File: config.mk
export PLATFORM = sky130hd
export DESIGN_NAME = skpl_div
export DESIGN_NICKNAME = d
export VERILOG_FILES = /design/src/soft_knee_peak_limiter_macros.svh /design/src/skpl_pkg.sv /design/src/skpl_div.sv
export SDC_FILE = /design/constraint.sdc
export NUM_CORES = 1
export LEC_CHECK = 0
export ABC_CLOCK_PERIOD_IN_PS = 4300
export BUFFER_PORTS_ARGS = -buffer_cell sky130_fd_sc_hd__buf_2
export CORE_UTILIZATION = 48
export DETAILED_ROUTE_END_ITERATION = 8
export HOLD_SLACK_MARGIN = 0.1
export PLACE_DENSITY = 0.71
export SYNTH_ARGS = -nofsm -noshare
export SYNTH_HDL_FRONTEND = slang
export SYNTH_SLANG_ARGS = --single-unit
File: constraint.sdc
create_clock -name clk -period 4.3 [get_ports clk]
set_clock_uncertainty 0.1 [all_clocks]
set_input_delay 0.43 -clock clk [delete_from_list [all_inputs] [get_ports clk]]
set_output_delay 0.43 -clock clk [all_outputs]
set_load 0.02 [all_outputs]
File: src/soft_knee_peak_limiter_macros.svh
// Assertion macros shared by the limiter RTL.
`ifndef SOFT_KNEE_PEAK_LIMITER_MACROS_SVH
`define SOFT_KNEE_PEAK_LIMITER_MACROS_SVH

// Same-cycle implication, checked out of reset.
`define SKPL_ASSERT_IMP(name, clk, rst_n, ante, cons, msg) \
	name: assert property (@(posedge clk) disable iff (!rst_n) (ante) |-> (cons)) \
		else $error(msg);

// Next-cycle implication, checked out of reset.
`define SKPL_ASSERT_NXT(name, clk, rst_n, ante, cons, msg) \
	name: assert property (@(posedge clk) disable iff (!rst_n) (ante) |=> (cons)) \
		else $error(msg);

`endif

File: src/skpl_pkg.sv
// Types, constants and helper functions of the soft-knee peak limiter.
package skpl_pkg;

	localparam int CHANNELS = 8;
	localparam int CH_W = $clog2(CHANNELS);
	localparam int MUL_W = 33;
	localparam int PROD_W = 2 * MUL_W;
	localparam int CFG_IDX_W = 3;
	localparam int CFG_DATA_W = 23;
	localparam int DIV_NUM_W = 29;
	localparam int DIV_DEN_W = 16;
	localparam int DIV_Q_W = 13;

	// Register indexes of the configuration port.
	localparam logic [CFG_IDX_W-1:0] REG_THRESHOLD = 3'd0;
	localparam logic [CFG_IDX_W-1:0] REG_KNEE      = 3'd1;
	localparam logic [CFG_IDX_W-1:0] REG_ATTACK    = 3'd2;
	localparam logic [CFG_IDX_W-1:0] REG_RELEASE   = 3'd3;
	localparam logic [CFG_IDX_W-1:0] REG_SHARED    = 3'd4;
	localparam logic [CFG_IDX_W-1:0] REG_HOLD      = 3'd5;
	localparam logic [CFG_IDX_W-1:0] REG_ACT       = 3'd6;

	// Register reset values.
	localparam logic signed [15:0] THR_RST = -16'sd256;
	localparam logic [12:0] KNEE_RST = 13'd1536;
	localparam logic [15:0] ATK_RST = 16'd62604;
	localparam logic [15:0] REL_RST = 16'd65505;
	localparam logic [19:0] HOLD_RST = 20'd4800;
	localparam logic [22:0] ACT_RST = 23'd16;

	// Scale factors: 1/256 dB per log2 unit, and log2 units per dB.
	localparam logic [MUL_W-1:0] K_DB_PER_LOG2 = 33'd394566;
	localparam logic [MUL_W-1:0] K_LOG2_PER_DB = 33'd174165;
	localparam logic signed [15:0] GAIN_MIN = -16'sd24576;
	localparam logic [30:0] ONE_Q30 = 31'h4000_0000;

	typedef enum logic [3:0] {
		S_IDLE, S_LOG, S_LVL, S_LVL2, S_KSQ, S_KDIV0, S_KDIV,
		S_SM1, S_SM2, S_SM3, S_NS, S_N, S_LIN, S_APP, S_OUT
	} skpl_state_t;

	// Integer square root, bit by bit, for elaboration-time tables.
	function automatic logic [63:0] isqrt_c(input logic [63:0] v_in);
		logic [63:0] v;
		logic [63:0] r;
		logic [63:0] b;
		v = v_in;
		r = '0;
		for (int i = 0; i < 32; i++) begin
			b = 64'd1 << (62 - 2 * i);
			if (v >= r + b) begin
				v = v - (r + b);
				r = (r >> 1) + b;
			end else begin
				r = r >> 1;
			end
		end
		return r;
	endfunction

	// 2^(-2^-k) in Q30, by a chain of square roots from 2^(-1/2).
	function automatic logic [30:0] root_q30(input int k);
		logic [63:0] f;
		f = isqrt_c(64'd1 << 59);
		for (int j = 1; j < k; j++) begin
			f = isqrt_c(f << 30);
		end
		return f[30:0];
	endfunction

	localparam logic [30:0] ROOT_TBL [16] = '{
		root_q30(1), root_q30(2), root_q30(3), root_q30(4),
		root_q30(5), root_q30(6), root_q30(7), root_q30(8),
		root_q30(9), root_q30(10), root_q30(11), root_q30(12),
		root_q30(13), root_q30(14), root_q30(15), root_q30(16)
	};

	// Limit a gain to the range from GAIN_MIN to 0 dB.
	function automatic logic signed [15:0] gain_clamp(input logic signed [19:0] v);
		logic signed [15:0] g;
		if (v > 20'sd0) begin
			g = 16'sd0;
		end else if (v < 20'(GAIN_MIN)) begin
			g = GAIN_MIN;
		end else begin
			g = v[15:0];
		end
		return g;
	endfunction

endpackage

File: src/skpl_div.sv
// Restoring divider for the knee curve, one quotient bit per cycle.
module skpl_div (
	input  logic clk,
	input  logic arst_n,
	input  logic start,
	input  logic [skpl_pkg::DIV_NUM_W-1:0] num,
	input  logic [skpl_pkg::DIV_DEN_W-1:0] den,
	output logic done,
	output logic [skpl_pkg::DIV_Q_W-1:0] quo
);

	localparam int CNT_W = $clog2(skpl_pkg::DIV_Q_W);

	logic run_q;
	logic done_q;
	logic [CNT_W-1:0] cnt_q;
	logic [skpl_pkg::DIV_NUM_W-1:0] rem_q;
	logic [skpl_pkg::DIV_NUM_W-1:0] dsh_q;
	logic [skpl_pkg::DIV_Q_W-1:0] quo_q;
	logic ge;

	assign ge = (rem_q >= dsh_q);

	// Control: run while quotient bits remain, then flag done.
	always_ff @(posedge clk or negedge arst_n) begin
		if (!arst_n) begin
			run_q <= 1'b0;
			done_q <= 1'b0;
			cnt_q <= '0;
		end else begin
			done_q <= 1'b0;
			if (start) begin
				run_q <= 1'b1;
				cnt_q <= CNT_W'(skpl_pkg::DIV_Q_W - 1);
			end else if (run_q) begin
				cnt_q <= cnt_q - 1'b1;
				if (cnt_q == '0) begin
					run_q <= 1'b0;
					done_q <= 1'b1;
				end
			end
		end
	end

	// Datapath: compare against the shifted divisor and subtract.
	always_ff @(posedge clk) begin
		if (start) begin
			rem_q <= num;
			dsh_q <= skpl_pkg::DIV_NUM_W'(den) << (skpl_pkg::DIV_Q_W - 1);
			quo_q <= '0;
		end else if (run_q) begin
			if (ge) begin
				rem_q <= rem_q - dsh_q;
			end
			quo_q <= {quo_q[skpl_pkg::DIV_Q_W-2:0], ge};
			dsh_q <= dsh_q >> 1;
		end
	end

	assign done = done_q;
	assign quo = quo_q;

endmodule

==> flow_metrics.tcl <==
set metrics [dict create \
    outcome "finished clean" \
    synthAdderAreaFrac 0.0779 \
    layout_setup_ws_ns 1.26 \
    pre_cts_ws_ns 1.32 \
    synth_top_family_by_area "compound AO/OA/AOI/OAI gates" \
    syn_area_per_cell_um2 8.81 \
    synth_flop_cell "edfxtp_1" \
    synth-async-reset-ratio 0.0789 \
    start_kind "flop" \
    htreeDepth 3 \
    crit_path_frequent_cell "inv_1" \
    dp_cells 728 \
    clock_path_buffers 2 \
    drtIter0Drc 274 \
    core_region_area_um2 9860 \
    drive_gt1_frac 0.155 \
    worst_pin_slew_ns 0.743 \
    worstPathMaxFanout 20 \
    cts_sinks 76 \
    stdcell_area_um2 5530 \
    path_class "flop to flop" \
    postCtsSetupRepairBufs 0 \
    area_growth_pct 12.4 \
    grt_max_degree 48 \
    drtPass1Iterations 7 \
    io_buffers 61 \
    final_hold_viol_count 0 \
    path_cells "inv_1, ha_1, inv_1, o31ai_1, and2_2, a211o_2, nand3_1, a21boi_2, buf_4" \
    whs_ns 0.244 \
    routed_wl_um 12700 \
    path_buf_inv 3 \
    fp.dieH_um 103 \
    synth-xor-area-share 0.0249 \
    synth-edff-count 45 \
    clock_latency_ns 0.36 \
    timing.fmax_ghz 0.328 \
    maxSlewHeadroom 0.500 \
    cts.clk_slew.worst_paths_ns 0.09 \
    syn_inst 558 \
    synth.ff_latch_count 76 \
    grt_pass1_vias 4222 \
    gp_congestion 0.902 \
    hp-class "input port to flop" \
    drv_cap 0 \
    start_util 0.498 \
    num_antenna_cells 0 \
    nets 685 \
    fin_util 0.560 \
    critPathTopFamily "compound AO/OA/AOI/OAI gates" \
    min_period_over_period 0.708 \
    numCtsBuffers 9 \
    post_drt_wl_per_cell_um 17.0 \
    rows 36 \
    required_ns 4.23 \
    timing.setup.tns_ns 0 \
    root_buffer "clkbuf_8" \
    antenna_found_initial 0 \
    avgViaCountPerCell 5.83 \
    cts_tree "yes" \
    postSynthNetCount 636 \
    grt_usage 0.257 \
    ir_drop_mv 0.226 \
    dieArea_um2 10700 \
    layout_common_cells "nand2_1, buf_2, nor2_1, edfxtp_1, o21ai_0" \
    yosys.area_share.simple 0.179 \
    layout_commonest_cell "nand2_1" \
    synth_area_um2 4920 \
    final-setup-viol-count 0 \
    ios 62 \
    worstPathArrival_ns 2.98 \
    p_leak_nw 2.49 \
    vias 4340 \
    powerDensity_nw_per_um2 629 \
    grt_setup_unrepaired "no" \
    synthMuxAreaShare 0.0613 \
    ys.warnings.count 0 \
    cp_slowest_cell "o31ai_1" \
    grt_pass1_wl_um 20700 \
    slowest_delay_ns 0.67 \
    period_minus_slack_ns 3.04 \
    yosysUniqueCellTypes 68 \
    fp.dieW_um 103 \
    setup.worst_path.end_class "flop" \
    antenna_left 0 \
    finalMaxSlewViolations 0 \
    stdcell_count 745 \
    place_hpwl_um 9370 \
    power_mw 3.47 \
    drc 0 \
    synth_compound_area_frac 0.196 \
    grt_overflow 0 \
    post_dp_cell_area_um2 5320 \
    yosysSeqAreaShare 0.407 \
]
## synth_stat cells, types with 3 or more instances
| master | n | area (um^2) |
|---|---|---|
| a211oi_1 | 5 | 37.5 |
| a21o_1 | 9 | 67.6 |
| a21oi_1 | 34 | 170 |
| a311oi_1 | 7 | 61.3 |
| a31oi_1 | 4 | 25.0 |
| and2_1 | 3 | 18.8 |
| and3_1 | 6 | 37.5 |
| and4_1 | 3 | 26.3 |
| buf_1 | 4 | 15.0 |
| clkbuf_1 | 24 | 90.1 |
| dfrtp_1 | 6 | 150 |
| dfxtp_1 | 25 | 500 |
| edfxtp_1 | 45 | 1350 |
| ha_1 | 29 | 363 |
| inv_1 | 38 | 143 |
| mux2i_1 | 29 | 290 |
| nand2_1 | 80 | 300 |
| nand3_1 | 9 | 45.0 |
| nand4_1 | 8 | 50.1 |
| nor2_1 | 52 | 195 |
| nor2b_1 | 3 | 18.8 |
| nor3_1 | 9 | 45.0 |
| nor4b_1 | 3 | 26.3 |
| o2111ai_1 | 3 | 26.3 |
| o21a_1 | 3 | 22.5 |
| o21ai_0 | 40 | 200 |
| o21ai_1 | 3 | 15.0 |
| o21bai_1 | 5 | 37.5 |
| o22ai_1 | 7 | 43.8 |
| or3_1 | 4 | 25.0 |
| xnor2_1 | 8 | 70.1 |
| xor2_1 | 6 | 52.6 |
## path summary, 6_finish.rpt
check	start	to	slack (ns)	depth (start not counted)
setup / recovery	dsh_q[8]	rem_q[2]	1.26	9
hold / removal	den[10]	dsh_q[22]	0.24	3
setup reg to reg	dsh_q[8]	rem_q[2]	1.26	9
hold reg to reg	dsh_q[0]	dsh_q[0]	0.41	2
max in group asynchronous	arst_n	run_q	3.63	2
min in group asynchronous	arst_n	cnt_q[0]	0.32	2
## registers in the layout (all words and copies together), names as in the netlist
signal	count
dsh_q	28
quo	13
run_q	1
rem_q	29
cnt_q	4
done	1
## power by group
group / internal, mW / switching, mW / leakage (nW)
Sequential: 1.01 / 0.0812 / 0.749
Clock: 0.270 / 0.293 / 0.101
Combinational: 0.689 / 1.14 / 1.64
## cell type report
class | count | area, um^2
multi-input cells | 413 | 2660
inverters | 39 | 146
clock buffers | 10 | 128
flip-flops and latches | 76 | 2000
well taps | 133 | 166
repair buffers | 68 | 360
fillers | 896 | 4340
clock inverters | 6 | 63.8
## tightest hold or removal path: cells and delay by family
kind | cells | cell delay [ns]
simple gates | 1 | 0.04
compound gates | 1 | 0.05
buf+inv | 1 | 0.08
## timing repair
action | CTS | global route
gates resized for setup | 0 | 0
endpoints found under the hold margin | 6 | 0
hold buffers | 1 | 0
## metal layers
layer	GRT usage	vias to the layer above	wire length, um
li1	-	2116	-
met1	0.356	2027	5850
met2	0.385	172	5630
met3	0.0638	25	886
met4	0.106	0	292
met5	0	-	0
## cells by family after synthesis
family | count (synthesis)
flip-flops | 76
AND/OR/NAND/NOR | 191
multiplexers | 30
buffers and inverters | 69
XOR/XNOR | 14
AO/OA/AOI/OAI | 148
adder cells (fa/ha/maj) | 30
No activity file was read; power rests on OpenSTA's default activity.
