[config.mk]
export PLATFORM = sky130hd
export DESIGN_NAME = skpl_mul
export DESIGN_NICKNAME = d
export VERILOG_FILES = /design/src/soft_knee_peak_limiter_macros.svh /design/src/skpl_pkg.sv /design/src/skpl_mul.sv
export SDC_FILE = /design/constraint.sdc
export NUM_CORES = 2
export LEC_CHECK = 0
export BUFFER_PORTS_ARGS = -buffer_cell sky130_fd_sc_hd__buf_2
export CORE_UTILIZATION = 24
export DETAILED_ROUTE_END_ITERATION = 12
export PLACE_DENSITY = 0.38
export SKIP_CTS_REPAIR_TIMING = 1
export SLEW_MARGIN = 0
export SYNTH_ARGS = -nofsm -noshare
export SYNTH_HDL_FRONTEND = slang
export SYNTH_SLANG_ARGS = --single-unit
[constraint.sdc]
create_clock -name clk -period 12.56 [get_ports clk]
set_input_delay 0.628 -clock clk [delete_from_list [all_inputs] [get_ports clk]]
set_output_delay 0.628 -clock clk [all_outputs]
set_load 0.05 [all_outputs]
[src/soft_knee_peak_limiter_macros.svh]
// Assertion macros shared by the limiter RTL.
`ifndef SOFT_KNEE_PEAK_LIMITER_MACROS_SVH
`define SOFT_KNEE_PEAK_LIMITER_MACROS_SVH

// Same-cycle implication, checked out of reset.
`define SKPL_ASSERT_IMP(name, clk, rst_n, ante, cons, msg) \
	name: assert property (@(posedge clk) disable iff (!rst_n) (ante) |-> (cons)) \
		else $error(msg);

// Next-cycle implication, checked out of reset.
`define SKPL_ASSERT_NXT(name, clk, rst_n, ante, cons, msg) \
	name: assert property (@(posedge clk) disable iff (!rst_n) (ante) |=> (cons)) \
		else $error(msg);

`endif

[src/skpl_pkg.sv]
// Types, constants and helper functions of the soft-knee peak limiter.
package skpl_pkg;

	localparam int CHANNELS = 8;
	localparam int CH_W = $clog2(CHANNELS);
	localparam int MUL_W = 33;
	localparam int PROD_W = 2 * MUL_W;
	localparam int CFG_IDX_W = 3;
	localparam int CFG_DATA_W = 23;
	localparam int DIV_NUM_W = 29;
	localparam int DIV_DEN_W = 16;
	localparam int DIV_Q_W = 13;

	// Register indexes of the configuration port.
	localparam logic [CFG_IDX_W-1:0] REG_THRESHOLD = 3'd0;
	localparam logic [CFG_IDX_W-1:0] REG_KNEE      = 3'd1;
	localparam logic [CFG_IDX_W-1:0] REG_ATTACK    = 3'd2;
	localparam logic [CFG_IDX_W-1:0] REG_RELEASE   = 3'd3;
	localparam logic [CFG_IDX_W-1:0] REG_SHARED    = 3'd4;
	localparam logic [CFG_IDX_W-1:0] REG_HOLD      = 3'd5;
	localparam logic [CFG_IDX_W-1:0] REG_ACT       = 3'd6;

	// Register reset values.
	localparam logic signed [15:0] THR_RST = -16'sd256;
	localparam logic [12:0] KNEE_RST = 13'd1536;
	localparam logic [15:0] ATK_RST = 16'd62604;
	localparam logic [15:0] REL_RST = 16'd65505;
	localparam logic [19:0] HOLD_RST = 20'd4800;
	localparam logic [22:0] ACT_RST = 23'd16;

	// Scale factors: 1/256 dB per log2 unit, and log2 units per dB.
	localparam logic [MUL_W-1:0] K_DB_PER_LOG2 = 33'd394566;
	localparam logic [MUL_W-1:0] K_LOG2_PER_DB = 33'd174165;
	localparam logic signed [15:0] GAIN_MIN = -16'sd24576;
	localparam logic [30:0] ONE_Q30 = 31'h4000_0000;

	typedef enum logic [3:0] {
		S_IDLE, S_LOG, S_LVL, S_LVL2, S_KSQ, S_KDIV0, S_KDIV,
		S_SM1, S_SM2, S_SM3, S_NS, S_N, S_LIN, S_APP, S_OUT
	} skpl_state_t;

	// Integer square root, bit by bit, for elaboration-time tables.
	function automatic logic [63:0] isqrt_c(input logic [63:0] v_in);
		logic [63:0] v;
		logic [63:0] r;
		logic [63:0] b;
		v = v_in;
		r = '0;
		for (int i = 0; i < 32; i++) begin
			b = 64'd1 << (62 - 2 * i);
			if (v >= r + b) begin
				v = v - (r + b);
				r = (r >> 1) + b;
			end else begin
				r = r >> 1;
			end
		end
		return r;
	endfunction

	// 2^(-2^-k) in Q30, by a chain of square roots from 2^(-1/2).
	function automatic logic [30:0] root_q30(input int k);
		logic [63:0] f;
		f = isqrt_c(64'd1 << 59);
		for (int j = 1; j < k; j++) begin
			f = isqrt_c(f << 30);
		end
		return f[30:0];
	endfunction

	localparam logic [30:0] ROOT_TBL [16] = '{
		root_q30(1), root_q30(2), root_q30(3), root_q30(4),
		root_q30(5), root_q30(6), root_q30(7), root_q30(8),
		root_q30(9), root_q30(10), root_q30(11), root_q30(12),
		root_q30(13), root_q30(14), root_q30(15), root_q30(16)
	};

	// Limit a gain to the range from GAIN_MIN to 0 dB.
	function automatic logic signed [15:0] gain_clamp(input logic signed [19:0] v);
		logic signed [15:0] g;
		if (v > 20'sd0) begin
			g = 16'sd0;
		end else if (v < 20'(GAIN_MIN)) begin
			g = GAIN_MIN;
		end else begin
			g = v[15:0];
		end
		return g;
	endfunction

endpackage

[src/skpl_mul.sv]
// Shared signed multiplier with a registered product.
module skpl_mul (
	input  logic clk,
	input  logic signed [skpl_pkg::MUL_W-1:0] a,
	input  logic signed [skpl_pkg::MUL_W-1:0] b,
	output logic signed [skpl_pkg::PROD_W-1:0] p
);

	logic signed [skpl_pkg::PROD_W-1:0] p_q;

	// One product per cycle, ready the cycle after the operands.
	always_ff @(posedge clk) begin
		p_q <= skpl_pkg::PROD_W'(a) * skpl_pkg::PROD_W'(b);
	end

	assign p = p_q;

endmodule

==> impl_metrics.prom <==
# TYPE chip_impl_metric gauge
chip_impl_metric{name="post-route-period-util",unit="%"} 72.2
chip_impl_metric{name="cp.required",unit="ns"} 12.88
chip_impl_info{name="worst_setup_path_startpoint",value="b[6]"} 1
chip_impl_metric{name="dieArea",unit="sq um"} 171000
chip_impl_metric{name="chipWidth",unit="microns"} 414
chip_impl_metric{name="ys_seq_elements",unit=""} 66
chip_impl_metric{name="floorplan.initialDensity",unit="%"} 24.3
chip_impl_info{name="cts_root_buffer",value="sky130_fd_sc_hd__clkbuf_16"} 1
chip_impl_metric{name="synth_fa_ha_area_share",unit="%"} 62.9
chip_impl_metric{name="grtUsageMet3",unit="%"} 2.28
chip_impl_metric{name="detail_route.wirelength",unit="microns"} 136000
chip_impl_metric{name="largest_register_ff_count",unit=""} 66
chip_impl_metric{name="synthMuxAreaShare",unit="%"} 0
chip_impl_metric{name="cap_viol_max_count",unit=""} 0
chip_impl_metric{name="input_output_buffers",unit=""} 132
chip_impl_metric{name="layout_cells_sized_above_1",unit="%"} 5.40
chip_impl_metric{name="detailed_placement_wirelength_estimate",unit="microns"} 113000
chip_impl_metric{name="timing.fmax",unit="MHz"} 110
chip_impl_metric{name="synth-edff-count",unit=""} 0
chip_impl_info{name="layout_common_cells",value="sky130_fd_sc_hd__fa_1 (1144), sky130_fd_sc_hd__inv_1 (1130), sky130_fd_sc_hd__and2_1 (562), sky130_fd_sc_hd__nand2_1 (551), sky130_fd_sc_hd__ha_1 (217)"} 1
chip_impl_metric{name="cts_max_path_buffers",unit=""} 2
chip_impl_metric{name="post_synth_design_cell_area",unit="sq um"} 40700
chip_impl_metric{name="fin_crit",unit="ns"} 9.07
chip_impl_metric{name="core-area",unit="sq um"} 168000
chip_impl_info{name="cts_tree",value="yes"} 1
chip_impl_metric{name="final_antenna_net_count",unit=""} 0
chip_impl_info{name="hold_path.class",value="input port to flip-flop"} 1
chip_impl_metric{name="yosys_warnings",unit=""} 0
chip_impl_info{name="global_route.peak_usage_layer",value="met2"} 1
chip_impl_metric{name="hold_slack",unit="ns"} 0.749
chip_impl_info{name="critical_path.endpoint_type",value="flip-flop"} 1
chip_impl_info{name="synth_top_family_by_area",value="adder cells"} 1
chip_impl_metric{name="wire_length_of_the_first_global_routing_pass",unit="microns"} 209000
chip_impl_metric{name="pin_count",unit=""} 133
chip_impl_metric{name="vertical_die_dimension",unit="microns"} 414
chip_impl_metric{name="worstPathMaxFanout",unit=""} 33
chip_impl_metric{name="detail_route.drc_violations",unit=""} 0
chip_impl_metric{name="cts.htree.levels",unit=""} 3
chip_impl_metric{name="routability_congestion",unit=""} 0.912
chip_impl_metric{name="routed_via_density",unit=""} 4.23
chip_impl_metric{name="detail_route.first_pass.iterations",unit=""} 5
chip_impl_metric{name="first_global_vias",unit=""} 31619
chip_impl_metric{name="antenna_found_initial",unit=""} 16
chip_impl_info{name="crit_end",value="p[58]$_DFF_P_"} 1
chip_impl_metric{name="synthesis.instances",unit=""} 4338
chip_impl_metric{name="final_nets",unit=""} 5736
chip_impl_metric{name="pin_count_of_the_biggest_net_entering_global_routing",unit=""} 34
chip_impl_metric{name="wl_per_cell",unit="microns"} 20.8
chip_impl_metric{name="timing_max_transition_violations_final",unit=""} 0
chip_impl_metric{name="grt.met2_usage",unit="%"} 29.6
chip_impl_metric{name="dr_total_vias",unit=""} 27587
chip_impl_metric{name="worst_pin_slew",unit="ns"} 1.14
chip_impl_metric{name="post_synth.cell_area_avg",unit="sq um"} 9.39
chip_impl_metric{name="post_synth_and_or_nand_nor_area_fraction",unit="%"} 15.8
chip_impl_metric{name="ys_async_sr_fraction",unit="%"} 0
chip_impl_metric{name="synth-compound-area-share",unit="%"} 4.07
chip_impl_metric{name="yosys.area_share.xor_xnor",unit="%"} 1.46
chip_impl_info{name="outcome",value="finished, final reports clean"} 1
chip_impl_metric{name="worst_setup_hold_path_clk_slew",unit="ns"} 0.08
chip_impl_metric{name="critPathArrivalTime",unit="ns"} 9.39
chip_impl_metric{name="grt_use_total",unit="%"} 16.7
chip_impl_metric{name="timing.max_slew.rel_slack",unit="%"} 24.1
chip_impl_info{name="grt_setup_unrepaired",value="no"} 1
chip_impl_info{name="worstPathCellList",value="buf_2 > nand2_1 > inv_1 > fa_1 > fa_1 > inv_1 > fa_1 > inv_1 > fa_1 > fa_1 > fa_1 > fa_1 > inv_1 > fa_1 > inv_1 > ha_1 > and3_1 > nand3_1 > nand2b_1 > nor2_1 > a211oi_4 > a21oi_2 > nor4b_2 > a311oi_1"} 1
chip_impl_metric{name="tritoncts_num_sinks",unit=""} 66
chip_impl_metric{name="setup_tns",unit="ns"} 0
chip_impl_info{name="synth_top_flop_cell",value="sky130_fd_sc_hd__dfxtp_1"} 1
chip_impl_metric{name="area_growth_syn_to_layout",unit="%"} 7.94
chip_impl_metric{name="global_route.overflow_total",unit=""} 0
chip_impl_metric{name="rows",unit=""} 150
chip_impl_metric{name="synth.yosys.seq_area_share",unit="%"} 3.24
chip_impl_metric{name="timing.critical_path.slowest_cell_delay",unit="ns"} 1.20
chip_impl_info{name="critPathSlowestCell",value="sky130_fd_sc_hd__fa_1"} 1
chip_impl_metric{name="cts_inserted_buffers",unit=""} 9
chip_impl_info{name="critPathKind",value="input port to flip-flop"} 1
chip_impl_metric{name="finalSetupViolations",unit=""} 0
chip_impl_info{name="start_kind",value="input port"} 1
chip_impl_info{name="final_common_cell",value="sky130_fd_sc_hd__fa_1"} 1
chip_impl_metric{name="global_route.usage.met1",unit="%"} 21.3
chip_impl_metric{name="synth.net_count",unit=""} 5767
chip_impl_metric{name="initialDrtViolationCount",unit=""} 1227
chip_impl_metric{name="synth.lib_cells_used.distinct",unit=""} 80
chip_impl_info{name="crit_top_cell",value="sky130_fd_sc_hd__fa_1"} 1
chip_impl_metric{name="final_hold_viols",unit=""} 0
==> worst min path at each step <==
stage	start	endpoint	slack, ns	depth (start not counted)
final	b[0]	p[0]$_DFF_P_	0.75	3
after global routing	b[0]	p[0]$_DFF_P_	0.75	3
after CTS	b[0]	p[0]$_DFF_P_	0.73	3
after detailed placement	p[0]$_DFF_P_	p[0]	1.10	1
after global placement	p[11]$_DFF_P_	p[11]	1.10	1
after floorplan	a[0]	p[0]$_DFF_P_	0.76	1
==> cells in the mapped netlist (12+ instances only) <==
library cell,number,area [sq um]
sky130_fd_sc_hd__fa_1,1145,22900
sky130_fd_sc_hd__inv_1,1131,4250
sky130_fd_sc_hd__and2_1,562,3520
sky130_fd_sc_hd__nand2_1,551,2070
sky130_fd_sc_hd__ha_1,217,2720
sky130_fd_sc_hd__clkbuf_1,208,781
sky130_fd_sc_hd__nor2_1,68,255
sky130_fd_sc_hd__dfxtp_1,66,1320
sky130_fd_sc_hd__a21oi_1,57,285
sky130_fd_sc_hd__xnor2_1,43,377
sky130_fd_sc_hd__a21o_1,36,270
sky130_fd_sc_hd__nand3_1,25,125
sky130_fd_sc_hd__o21ai_0,25,125
sky130_fd_sc_hd__xor2_1,25,219
sky130_fd_sc_hd__nand2b_1,12,75.1
==> layer usage <==
metal	up-vias	part of all wire, %
met5	-	0.058
met4	10	2.4
met3	113	3.4
met2	403	52
met1	14794	42
li1	12267	-
==> through the flow <==
stage | setup slack, ns | utilization [%] | cells | cell area [sq um]
floorplan | 4.70 | - | 4338 | 40700
detailed placement | 2.98 | 26.0 | 6500 | 43700
global route | 3.12 | 26.2 | 6518 | 44000
CTS | 3.44 | 26.2 | 6516 | 44000
finish | 3.49 | 26.2 | 6523 | 44000
global placement | 2.97 | 26.0 | 6500 | 43700
==> cell type report <==
cell class                 count  area [sq um]
antenna                        7          17.5
tap                         2204          2760
fill                       18247        124000
sequential                    66          1320
clock inverter                 7          70.1
clock buffer                   9           225
inverter                    1131          4250
multi-input combinational   2920         34300
timing repair buffer         179          1010
==> worst max-delay path: cells and delay by family <==
kind / cells / cell delay, ns
AND/OR/NAND/NOR: 6 / 1.40
adder cells (fa/ha/maj): 9 / 5.31
buffers and inverters: 6 / 1.13
AO/OA/AOI/OAI: 3 / 0.80
==> cells by family after synthesis <==
family	count (synthesis)
and+or+nand+nor	1271
buffers and inverters	1352
AOI/OAI and AO/OA	219
DFF	66
xor gates and xnor gates	68
adders and majority gates	1362
Power is not shown: default switching activity piles up to over one toggle a cycle in this logic, so the estimate is an artifact.
